--- src/hdl/psta_pkg.sv ---
// Shared types and constants for the per-symbol trade aggregator.
// No dependencies.
package psta_pkg;

	localparam int TimeW = 37;
	localparam int KeyW = 24;
	localparam int VolW = 48;
	localparam int NotW = 64;
	localparam int PriceW = 31;
	localparam logic [TimeW-1:0] DayReset = 37'd86400000000;

	typedef enum logic [1:0] {
		ST_UPDATED = 2'd0,
		ST_NEW = 2'd1,
		ST_INVALID = 2'd2,
		ST_FULL = 2'd3
	} status_t;

	typedef struct packed {
		logic [36:0] trade_time;
		logic [23:0] ticker;
		logic signed [31:0] quantity;
		logic signed [31:0] price;
	} trade_t;

	typedef struct packed {
		logic [1:0] status;
		logic [23:0] ticker_out;
		logic [36:0] largest_gap;
		logic [47:0] volume_total;
		logic [30:0] weighted_price;
		logic [30:0] top_price;
	} result_t;

	typedef enum logic [3:0] {
		S_IDLE, S_CHECK, S_RD, S_CMP, S_NEWE, S_UPD, S_WR, S_DIV, S_OUT
	} state_t;

	// controller -> datapath
	typedef struct packed {
		logic load;
		logic check;
		logic search_start;
		logic search_step;
		logic alloc;
		logic update;
		logic write;
		logic div_start;
		logic div_step;
		logic set_reject;
		logic set_full;
		logic out_load;
	} cmd_t;

	// datapath -> controller
	typedef struct packed {
		logic bad;
		logic hit;
		logic search_last;
		logic table_full;
		logic div_done;
	} stat_t;

endpackage

--- src/hdl/psta_ctrl.sv ---
// Controller state machine for the per-symbol trade aggregator.
// Depends on psta_pkg.
module psta_ctrl (
	input  logic clk,
	input  logic arst_n,
	input  logic in_valid,
	output logic in_ready,
	output logic out_valid,
	input  logic out_ready,
	input  psta_pkg::stat_t st,
	output psta_pkg::cmd_t cmd
);
	import psta_pkg::*;

	state_t state_q, state_d;
	logic out_valid_q;

	always_ff @(posedge clk or negedge arst_n) begin
		if (!arst_n) state_q <= S_IDLE;
		else state_q <= state_d;
	end

	// result register frees as soon as it is taken
	always_ff @(posedge clk or negedge arst_n) begin
		if (!arst_n) out_valid_q <= 1'b0;
		else if (cmd.out_load) out_valid_q <= 1'b1;
		else if (out_ready) out_valid_q <= 1'b0;
	end

	assign out_valid = out_valid_q;
	assign in_ready = (state_q == S_IDLE);

	always_comb begin
		state_d = state_q;
		cmd = '0;
		case (state_q)
			S_IDLE: begin
				if (in_valid) begin
					cmd.load = 1'b1;
					state_d = S_CHECK;
				end
			end
			S_CHECK: begin
				cmd.check = 1'b1;
				state_d = S_RD;
			end
			S_RD: begin
				if (st.bad) begin
					cmd.set_reject = 1'b1;
					state_d = S_OUT;
				end else begin
					cmd.search_start = 1'b1;
					state_d = S_CMP;
				end
			end
			S_CMP: begin
				if (st.hit) begin
					cmd.update = 1'b1;
					state_d = S_WR;
				end else if (st.search_last) begin
					if (st.table_full) begin
						cmd.set_full = 1'b1;
						state_d = S_OUT;
					end else begin
						state_d = S_NEWE;
					end
				end else begin
					cmd.search_step = 1'b1;
				end
			end
			S_NEWE: begin
				cmd.alloc = 1'b1;
				state_d = S_WR;
			end
			S_UPD: state_d = S_WR;
			S_WR: begin
				cmd.write = 1'b1;
				cmd.div_start = 1'b1;
				state_d = S_DIV;
			end
			S_DIV: begin
				if (st.div_done) state_d = S_OUT;
				else cmd.div_step = 1'b1;
			end
			S_OUT: begin
				if (!out_valid_q || out_ready) begin
					cmd.out_load = 1'b1;
					state_d = S_IDLE;
				end
			end
			default: state_d = S_IDLE;
		endcase
	end

`ifndef SYNTHESIS
	a_ready_idle: assert property (@(posedge clk) disable iff (!arst_n)
		in_ready |-> !(cmd.write || cmd.div_step)) else $error("busy while ready");
	a_out_hold: assert property (@(posedge clk) disable iff (!arst_n)
		out_valid && !out_ready |=> out_valid) else $error("result dropped");
	a_load_once: assert property (@(posedge clk) disable iff (!arst_n)
		cmd.out_load |=> state_q == S_IDLE) else $error("output load out of order");
`endif
endmodule

--- config.mk ---
export PLATFORM = sky130hd
export DESIGN_NAME = psta_ctrl
export DESIGN_NICKNAME = d
export VERILOG_FILES = /design/src/hdl/psta_pkg.sv /design/src/hdl/psta_ctrl.sv
export SDC_FILE = /design/constraint.sdc
export NUM_CORES = 1
export LEC_CHECK = 0
export ABC_AREA = 1
export CAP_MARGIN = 0
export CORE_AREA = 8 8 45 47
export DETAILED_ROUTE_END_ITERATION = 12
export DIE_AREA = 0 0 53 55
export DONT_BUFFER_PORTS = 1
export PLACE_DENSITY = 0.51
export SLEW_MARGIN = 20
export SYNTH_ARGS = -nofsm -noshare
export SYNTH_HDL_FRONTEND = slang
export SYNTH_SLANG_ARGS = --single-unit
--- constraint.sdc ---
create_clock -name clk -period 2.5 [get_ports clk]
set_input_delay 0.125 -clock clk [delete_from_list [all_inputs] [get_ports clk]]
set_output_delay 0.125 -clock clk [all_outputs]
set_load 0.05 [all_outputs]
## Word-level counts from Yosys, hierarchy flattened

Cells that the tools add are included.

| storage, ports and cells | value |
|---|---|
| register bits after elaboration | 5 |
| output and inout port bits | 14 |
| input bits | 9 |
| bits in writable memories | 0 |
| word-level logic and storage cells | 52 |
| bits in latches | 0 |
| ROM bits | 0 |
| memories kept | 0 |

| operators by class | value |
|---|---|
| shift-type cells | 0 |
| equality and inequality tests | 12 |
| bitwise logic cells | 0 |
| $add $sub $neg | 0 |
| reduce and logical (&&, ||, !) cells | 6 |
| $lt $le $gt $ge | 0 |
| mux-type cells | 32 |
| multipliers | 0 |
| divide/modulo/power cells | 0 |

Operators with widths:

| cell | count |
|---|---|
| 4-bit case mux with 8 select lines | 1 |
| 4-bit 2-to-1 mux | 7 |
| 1-bit 2-to-1 mux | 23 |
| 4-bit by 3-bit == test with 1-bit output (second input constant) | 4 |
| 4-bit by 2-bit == test with 1-bit output (second input constant) | 2 |
| 2-bit inequality test (second input constant) | 3 |
| 4-bit by 1-bit == test with 1-bit output (second input constant) | 1 |
| 4-bit == test (second input constant) | 1 |
| 4-bit logical NOT | 1 |
| 4-bit AND reduction | 1 |
| 3-bit inequality test (second input constant) | 1 |
| 2-bit 2-to-1 mux | 1 |
| 2-bit nonzero test | 1 |
| 2-bit OR reduction | 1 |
| 1-bit logical NOT | 1 |
| 1-bit logical OR | 1 |

## Longest topological paths before layout

Gate-level depths: netlist of the first run.

| logic depth | value |
|---|---|
| word-level depth | 5 |
| mapped depth | 7 |
| gate-level depth less buffers | 7 |

## Worst setup path before layout of the first run

Ideal clock, no wire load.

| timing path | value |
|---|---|
| kind | register to output |
| start | register state_q[1] |
| end | output cmd[7] in the netlist's numbering |
| cell stages (with the launch flop) | 2 |
| required time | 2.375 ns |
| buffers on the path | 0 |
| arrival time | 1.977 ns |
| slack | 0.398 ns |
| path through | dfrtp_1 -> nor4_1 |

RTL lines:

| what | RTL line | source |
|---|---|---|
| start: declaration | psta_ctrl.sv:15 | `state_t state_q, state_d;` |
| start signal: assignment | psta_ctrl.sv:20 | `else state_q <= state_d;` |
| end: declaration | psta_ctrl.sv:11 | `output psta_pkg::cmd_t cmd` |

## Final worst setup path of the first run

| timing path | value |
|---|---|
| start | register state_q[3] |
| end | output cmd[5] in the netlist's numbering |

| between the ends | value |
|---|---|
| longest elaborated chain between the ends | 2 |

Ends and longest elaborated chain:

| what | RTL line | source |
|---|---|---|
| 4-bit by 3-bit == test with 1-bit output | psta_ctrl.sv:36 | `case (state_q)` |
| 2-bit 2-to-1 mux | psta_ctrl.sv:36 |  |

Every way passes these cells.

==> results.json, run 1 <==
{
  "routabilityCongestion": 0.775,
  "antenna_found_initial": 0,
  "io_pins": 23,
  "setup_violations": 0,
  "synth.largest_area_cell": "dfrtp_1",
  "grt_pass1_vias": 427,
  "dp_cells": 90,
  "drt_iter0_markers": 5,
  "p_sw_frac": 0.630,
  "fin_crit_ns": 1.77,
  "htree_levels": 1,
  "grtUsageTotal": 0.0805,
  "cts_buffers": 3,
  "grt-ovfl-total": 0,
  "viasPerCell": 4.49,
  "critPathSlowestCell": "inv_1",
  "pwr-share-clk": 0.121,
  "path_cells": "nor2_2 > nand3_1 > inv_1",
  "cts_tree": "built",
  "cp-start-kind": "flop",
  "dieArea_um2": 2920,
  "die_w_um": 53,
  "vias": 427,
  "syn_inst": 71,
  "initial_core_util": 0.305,
  "ir_drop_mv": 0.492,
  "seq_power_share": 0.250,
  "synthArstFlopShare": 1.00,
  "timing.final.crit_share": 0.708,
  "cts_setup_buffers": 0,
  "cts.sinks": 5,
  "postLayoutCellArea_um2": 507,
  "clockBufferDepth": 2,
  "synth_xor_area_frac": 0,
  "power_frac_comb": 0.629,
  "syn_nets": 80,
  "insertion_delay_ns": 0.24,
  "final_antenna_net_count": 0,
  "core_area_um2": 1380,
  "place_area_um2": 470,
  "place.port_buffers": 0,
  "drive_above_1_share": 0.228,
  "seq_area_um2": 125,
  "maxCapViolations": 0,
  "netSwitchingPower_mw": 0.471,
  "wl_mm": 1.11,
  "ys_seq_elements": 5,
  "synthAdderAreaFrac": 0,
  "synth_top_family_by_area": "simple AND/OR/NAND/NOR gates",
  "power_mw": 0.747,
  "multi_input_comb_area_um2": 224,
  "synth-seq-area-share": 0.297,
  "avgSynthCellArea_um2": 5.94,
  "fin_nets": 89,
  "fillCellCount": 154,
  "dp_worst_setup_slack_ns": 0.971,
  "slew_viol_final": 0,
  "synth_mux_area_frac": 0,
  "worst_slew_pin_slew_ns": 0.821,
  "instances_no_fill": 95,
  "synth-edff-count": 0,
  "worstHoldPathType": "in -> reg",
  "grt_max_degree": 8,
  "fin_skew_ns": 0.00360,
  "synth_common_cells": "inv_1, nand2_1, nor2_1",
  "fp.dieH_um": 55,
  "clockRootBuffer": "clkbuf_4",
  "synth-simple-area-share": 0.493,
  "slowest_delay_ns": 0.63,
  "synthDistinctLibCells": 13,
  "fin_ws_ns": 0.730,
  "wire_per_inst_um": 11.7,
  "cts.reportedPaths.clkPinSlew_ns": 0.04,
  "synth_area_um2": 422,
  "crit_arrival_ns": 1.64,
  "syn_to_final_growth_pct": 20.2,
  "status": "finished clean",
  "std_cell_rows": 14,
  "p_leak_nw": 0.344,
  "yosysWarningCount": 0,
  "rsz0062_at_grt": "no",
  "p_int_mw": 0.276,
  "max_freq_mhz": 565,
  "hold_viol": 0,
  "synth.top_cell.area_share": 0.297,
  "path_class": "reg -> out",
  "grt_pass1_wl_mm": 1.71,
  "diodes": 0,
  "synth-main-ff-cell": "dfrtp_1",
  "maxSlewHeadroom": 0.452,
  "drc_errors": 0,
  "worstSetupEndpointType": "output pin",
  "worstPathRequired_ns": 2.38,
  "drt_pass1_iterations": 2,
  "powerDensity_nw_per_um2": 1470,
  "fin_tns_setup_ns": 0,
  "synth_compound_area_frac": 0.0237,
  "crit_fanout": 4,
  "synthTopCellsByArea": "dfrtp_1, inv_1, nand2_1, nor2_1, nand3_1",
  "dpl.hpwl_um": 930
}
-- repair_timing --
item | CTS | global route
resized for setup | 0 | 0
endpoints found under the hold margin | 5 | 0
endpoints found under the setup margin | 0 | 0
hold buffers | 1 | 0
-- per-layer routing --
metal  GRT usage  share of wire
met4      0.0647          0.017
met3      0.0374           0.11
met2       0.131           0.45
met1      0.0780           0.42
met5           0              0
-- worst max-delay path, delay by kind of cell, from the launching register on --
| family | cells | cell delay [ns] |
|---|---|---|
| DFF | 1 | 0.43 |
| and+or+nand+nor | 2 | 0.36 |
| buffers and inverters | 1 | 0.63 |
-- logic make-up (layout without fill, tap and decap cells) --
kind of cell,after synthesis,in the layout
buf+inv,20,28
simple gates,44,44
flops,5,5
compound gates,2,2
-- final timing paths --
path	start	end	slack, ns	cells past startpoint
worst max-delay path	state_q[3]	cmd[5]	0.73	3
worst min-delay path	out_ready	out_valid	0.004	1
worst max register to register	state_q[1]	state_q[1]	1.08	6
worst min register to register	state_q[2]	out_valid	0.63	3
max in group asynchronous	arst_n	state_q[2]	2.11	1
min in group asynchronous	arst_n	out_valid	0.18	1
-- area by class of cell --
class,instances,share of cell area
Inverter,19,0.141
Clock buffer,4,0.0519
Sequential cell,5,0.247
Multi-Input combinational cell,46,0.442
Timing Repair Buffer,5,0.0790
Tap cell,16,0.0395
-- per-stage QoR --
step            util  hold slack, ns
4_1_cts        0.366         0.00173
6_report       0.366         0.00387
5_1_grt        0.366          0.0177
3_3_place_gp   0.340          -0.170
3_5_place_dp   0.340          -0.170
2_1_floorplan      -          -0.171
-- state kept, by name, summed over array words and instances, names as in the netlist --
name	flops
state_q	4
out_valid	1
-- power by group through the flow --
stage          Sequential, mW  Clock [mW]  Combinational (mW)
3_3_place_gp            0.189           0               0.465
2_1_floorplan           0.174           0               0.399
3_5_place_dp            0.189           0               0.468
5_1_grt                 0.195       0.101               0.509
6_report                0.187      0.0904               0.470
4_1_cts                 0.188      0.0951               0.472
-- layout by cell type (no fill, tap or decap) --
cell	Yosys	final
nand4_1	2	2
dlygate4sd3_1	0	1
buf_4	1	4
nor2_1	10	10
inv_2	2	2
o21ai_0	2	2
nor4_2	0	1
nand3_2	2	2
clkbuf_4	0	3
clkbuf_1	0	1
nand3_1	6	6
nor2_2	4	4
inv_1	17	17
nand2_1	17	17
nand2_2	2	2
dfrtp_1	5	5
No activity file was read; power rests on OpenSTA's default activity.
==> run 2: changes to the inputs <==
PLACE_DENSITY = 0.53   (was 0.51)
clock period = 1.44 ns   (was 2.5 ns; I/O delays follow)
==> run 2 against run 1 <==
Against the previous run: global-route usage up 0.32 points; final area up 33%; setup slack worse by 0.69 ns; combinational power up 130%; clock power up 76%; non-clock buffer count up 12; critical path depth up 3; wire length up 4.5%; register-to-register slack worse by 0.84 ns; cell count up 13%; first-iteration DRC count up 120%; via count up 10%.
==> results.json, run 2 (same netlist as run 1, synthesis figures left out) <==
{
  "status": "finished clean",
  "r2r-start": "state_q[1]",
  "fin_crit_ns": 1.40,
  "p_leak_nw": 0.395,
  "slew_viol_final": 0,
  "die_w_um": 53,
  "wire_per_inst_um": 10.9,
  "timing.final.crit_share": 0.969,
  "hold_viol": 0,
  "r2r_end": "state_q[0]",
  "grt_pass1_vias": 476,
  "antenna_found_initial": 0,
  "worstPathRequired_ns": 1.37,
  "htree_levels": 1,
  "ir_drop_mv": 1.11,
  "final_antenna_net_count": 0,
  "diodes": 0,
  "powerDensity_nw_per_um2": 2310,
  "final_common_cell": "nand2_1",
  "drive_above_1_share": 0.473,
  "r2r_slack_ns": 0.24,
  "worstRegToRegCells": 7,
  "grt_pass1_wl_mm": 1.86,
  "fillCellCount": 139,
  "rsz0062_at_grt": "yes",
  "insertion_delay_ns": 0.24,
  "setup_violations": 0,
  "clockRootBuffer": "clkbuf_4",
  "layout_common_cells": "nand2_1, inv_1, buf_4",
  "cts.sinks": 5,
  "grt_max_degree": 8,
  "hold_start": "out_ready",
  "grt-ovfl-total": 0,
  "max_flop_register": "state_q",
  "final_util": 0.486,
  "clockBufferDepth": 2,
  "cts_buffers": 3,
  "dp_cells": 98,
  "dp_worst_setup_slack_ns": 0.242,
  "drc_errors": 0,
  "seq_area_um2": 128,
  "std_cell_rows": 14,
  "wl_mm": 1.16,
  "maxCapViolations": 0,
  "fin_tns_setup_ns": 0,
  "core_area_um2": 1380,
  "worstSetupEndpointType": "output pin",
  "whs_path_depth": 3,
  "worstHoldPathType": "in -> reg",
  "routabilityCongestion": 0.791,
  "dieArea_um2": 2920,
  "viasPerCell": 4.39,
  "syn_to_final_growth_pct": 59.6,
  "crit_arrival_ns": 1.32,
  "maxSlewHeadroom": 0.831,
  "drt_pass1_iterations": 4,
  "power_mw": 1.56,
  "path_class": "reg -> out",
  "max_freq_mhz": 717,
  "worst_slew_pin_slew_ns": 0.253,
  "fin_skew_ns": 0.00542,
  "instances_no_fill": 107,
  "vias": 470,
  "initial_core_util": 0.305,
  "place.port_buffers": 0,
  "cp-start-kind": "flop",
  "multi_input_comb_area_um2": 259,
  "grtUsageTotal": 0.0837,
  "holdPathEnd": "state_q[3]",
  "largest_reg_flops": 4,
  "io_pins": 23,
  "fp.dieH_um": 55,
  "dpl.hpwl_um": 952,
  "fin_nets": 101,
  "crit_fanout": 3,
  "fin_ws_ns": 0.0444,
  "cts.reportedPaths.clkPinSlew_ns": 0.04,
  "drt_iter0_markers": 11,
  "cts_tree": "built"
}
-- run 2: stage by stage --
| step | hold slack [ns] | cell area (um2) |
|---|---|---|
| 6_report | 0.0479 | 673 |
| 5_1_grt | 0.0568 | 673 |
| 4_1_cts | 0.0463 | 622 |
| 3_5_place_dp | -0.223 | 561 |
| 3_3_place_gp | -0.223 | 561 |
| 2_1_floorplan | -0.224 | 433 |
-- run 2: critical path, cell delays in order (launching register included) --
cell and delay (ns):
dfrtp_1 0.42, inv_2 0.12, nand2_2 0.08, nor2_4 0.12, nand2_2 0.06, nor2_2 0.11, buf_6 0.16
-- run 2: area by class of cell --
type | instances | share of cell area
Tap cell | 16 | 0.0297
Multi-Input combinational cell | 46 | 0.385
Inverter | 19 | 0.112
Clock buffer | 4 | 0.0390
Timing Repair Buffer | 17 | 0.245
Sequential cell | 5 | 0.190
-- run 2: worst max-delay path by stage --
stage	to	start	depth (start not counted)	slack, ns
after floorplan	cmd[7]	state_q[1]	1	-0.04
after global placement	cmd[9]	state_q[3]	4	0.25
after detailed placement	cmd[9]	state_q[3]	4	0.24
after CTS	cmd[1]	state_q[1]	5	0.003
after global routing	cmd[1]	state_q[2]	6	-0.07
final	cmd[1]	state_q[2]	6	0.04
-- run 2: routing by layer --
metal,GRT usage,vias up,part of all wire
li1,-,253,-
met4,0.0259,0,0
met2,0.148,15,0.52
met3,0.0428,0,0.073
met5,0,-,0
met1,0.0838,202,0.40
-- run 2: power breakdown --
part | internal, mW | leakage (nW) | total, mW | switching [mW]
logic | 0.349 | 0.317 | 1.09 | 0.742
registers | 0.207 | 0.0625 | 0.306 | 0.0981
clock network | 0.105 | 0.0150 | 0.159 | 0.0540
-- run 2: what timing repair did --
| action | in CTS | in global routing |
|---|---|---|
| hold buffers | 2 | 0 |
| hold endpoints to repair | 6 | 0 |
| buffers inserted | 0 | 3 |
| setup endpoints to repair | 4 | 10 |
| pin swaps | 0 | 5 |
| gates resized for setup | 5 | 12 |
==> run 3: changes to the inputs <==
PLACE_DENSITY = 0.51   (was 0.53)
clock period = 1.3 ns   (was 1.44 ns; I/O delays follow)
==> run 3 against run 2 <==
Against the previous run: the flow now finishes with violations (negative setup slack); die area did not move; final area up 29%; via count up 8.5%; critical path depth fell by 2; sequential cell count did not move; clock power rose by 14%; largest cell class is now non-clock buffers; highest routed layer is now met4.
==> results.json, run 3 (same netlist as run 1, synthesis figures left out) <==
{
  "critPathSlowestCell": "dfrtp_1",
  "max_freq_mhz": 727,
  "place_area_um2": 694,
  "cp.depth": 4,
  "insertion_delay_ns": 0.24,
  "path_class": "reg -> out",
  "diodes": 0,
  "drc_errors": 0,
  "endpoint": "cmd[0]",
  "cp-start-kind": "flop",
  "fin_skew_ns": 0.00460,
  "r2r-start": "state_q[2]",
  "cts.sinks": 5,
  "wire_per_inst_um": 11.6,
  "dp_cells": 100,
  "dpl.hpwl_mm": 1.02,
  "drive_above_1_share": 0.600,
  "violations": "negative setup slack",
  "cts_buffers": 3,
  "maxSlewHeadroom": 0.821,
  "initial_core_util": 0.305,
  "crit_arrival_ns": 1.31,
  "grtUsageTotal": 0.0986,
  "slowest_delay_ns": 0.42,
  "status": "finished with violations",
  "fp.dieH_um": 55,
  "clockBufferDepth": 2,
  "r2r_end": "state_q[3]",
  "r2r_slack_ns": -0.03,
  "postLayoutCellArea_um2": 871,
  "syn_to_final_growth_pct": 107,
  "grt_pass1_vias": 524,
  "cts.reportedPaths.clkPinSlew_ns": 0.04,
  "max_flop_register": "state_q",
  "ir_drop_mv": 1.86,
  "hold_viol": 0,
  "drt_pass1_iterations": 4,
  "seq_area_um2": 128,
  "powerDensity_nw_per_um2": 2490,
  "vias": 510,
  "core_area_um2": 1380,
  "worstHoldPathType": "in -> reg",
  "htree_levels": 1,
  "fillCellCount": 117,
  "startpoint": "state_q[1]",
  "grt_max_degree": 7,
  "fin_crit_ns": 1.38,
  "critPathBufInv": 1,
  "clockRootBuffer": "clkbuf_4",
  "place.port_buffers": 0,
  "io_pins": 23,
  "viasPerCell": 4.40,
  "timing.final.crit_share": 1.06,
  "fin_ws_ns": -0.0764,
  "final_antenna_net_count": 0,
  "die_w_um": 53,
  "std_cell_rows": 14,
  "dieArea_um2": 2920,
  "slew_viol_final": 0,
  "final_util": 0.629,
  "cts_tree": "built",
  "dp_worst_setup_slack_ns": 0.0863,
  "setup_violations": 10,
  "drt_iter0_markers": 6,
  "worst_slew_pin_slew_ns": 0.267,
  "fin_nets": 110,
  "largest_reg_flops": 4,
  "path_cells": "nor2_2 > nand2_1 > nor2_4 > buf_12",
  "power_mw": 2.16,
  "instances_no_fill": 116,
  "worstPathRequired_ns": 1.24,
  "worstRegToRegCells": 9,
  "antenna_found_initial": 0,
  "crit_fanout": 4,
  "grt_pass1_wl_mm": 2.15,
  "hold_start": "st[0]",
  "maxCapViolations": 0,
  "rsz0062_at_grt": "yes",
  "multi_input_comb_area_um2": 284,
  "wl_mm": 1.34,
  "routabilityCongestion": 0.824,
  "p_leak_nw": 0.454,
  "grt-ovfl-total": 0,
  "worstSetupEndpointType": "output pin",
  "layout_common_cells": "nand2_1, buf_4, buf_12",
  "crit_family": "simple AND/OR/NAND/NOR gates"
}
## run 3: cell type report
cell class,instances,area share
clock buffers,4,0.0302
inverters,19,0.0862
multi-input cells,46,0.326
flip-flops and latches,5,0.147
well taps,16,0.0230
repair buffers,26,0.388
## run 3: how the worst min path moves through the flow
stage                     slack [ns]  cells past startpoint         end
after global routing            0.05                      3  state_q[2]
after floorplan                -0.23                      0   out_valid
after CTS                       0.03                      3  state_q[3]
final                           0.03                      3  state_q[2]
after global placement         -0.23                      0   out_valid
after detailed placement       -0.23                      0   out_valid
## run 3: through the flow
step	hold slack, ns	setup TNS (ns)
after floorplan	-0.231	-0.170
after global placement	-0.230	0
after detailed placement	-0.230	0
after CTS	0.0301	-0.650
after global routing	0.0486	-1.47
final	0.0315	-0.467
## run 3: worst register-to-register path: cells and delay by family, from the launching register on
| family | cells | cell delay [ns] |
|---|---|---|
| simple gates | 6 | 0.46 |
| flops | 1 | 0.44 |
| buf+inv | 3 | 0.37 |
## run 3: timing repair
| action | in CTS | in global routing |
|---|---|---|
| setup endpoints to repair | 12 | 14 |
| hold buffers | 2 | 0 |
| hold endpoints to repair | 6 | 0 |
| pin swaps | 5 | 2 |
| setup buffers | 8 | 2 |
| gates resized for setup | 18 | 6 |
## run 3: routing by layer
metal  up-vias  share of wire  wire length, um  GRT usage
li1        268              -                -          -
met2        12           0.55              743      0.184
met3         3          0.063               84     0.0455
met1       227           0.38              505     0.0963
met5         -              0                0          0
met4         0         0.0074               10     0.0259
## run 3: report_power, final
| group | internal (mW) | total (mW) | switching (mW) |
|---|---|---|---|
| Combinational | 0.707 | 1.66 | 0.953 |
| Clock | 0.116 | 0.181 | 0.0647 |
| Sequential | 0.228 | 0.324 | 0.0959 |
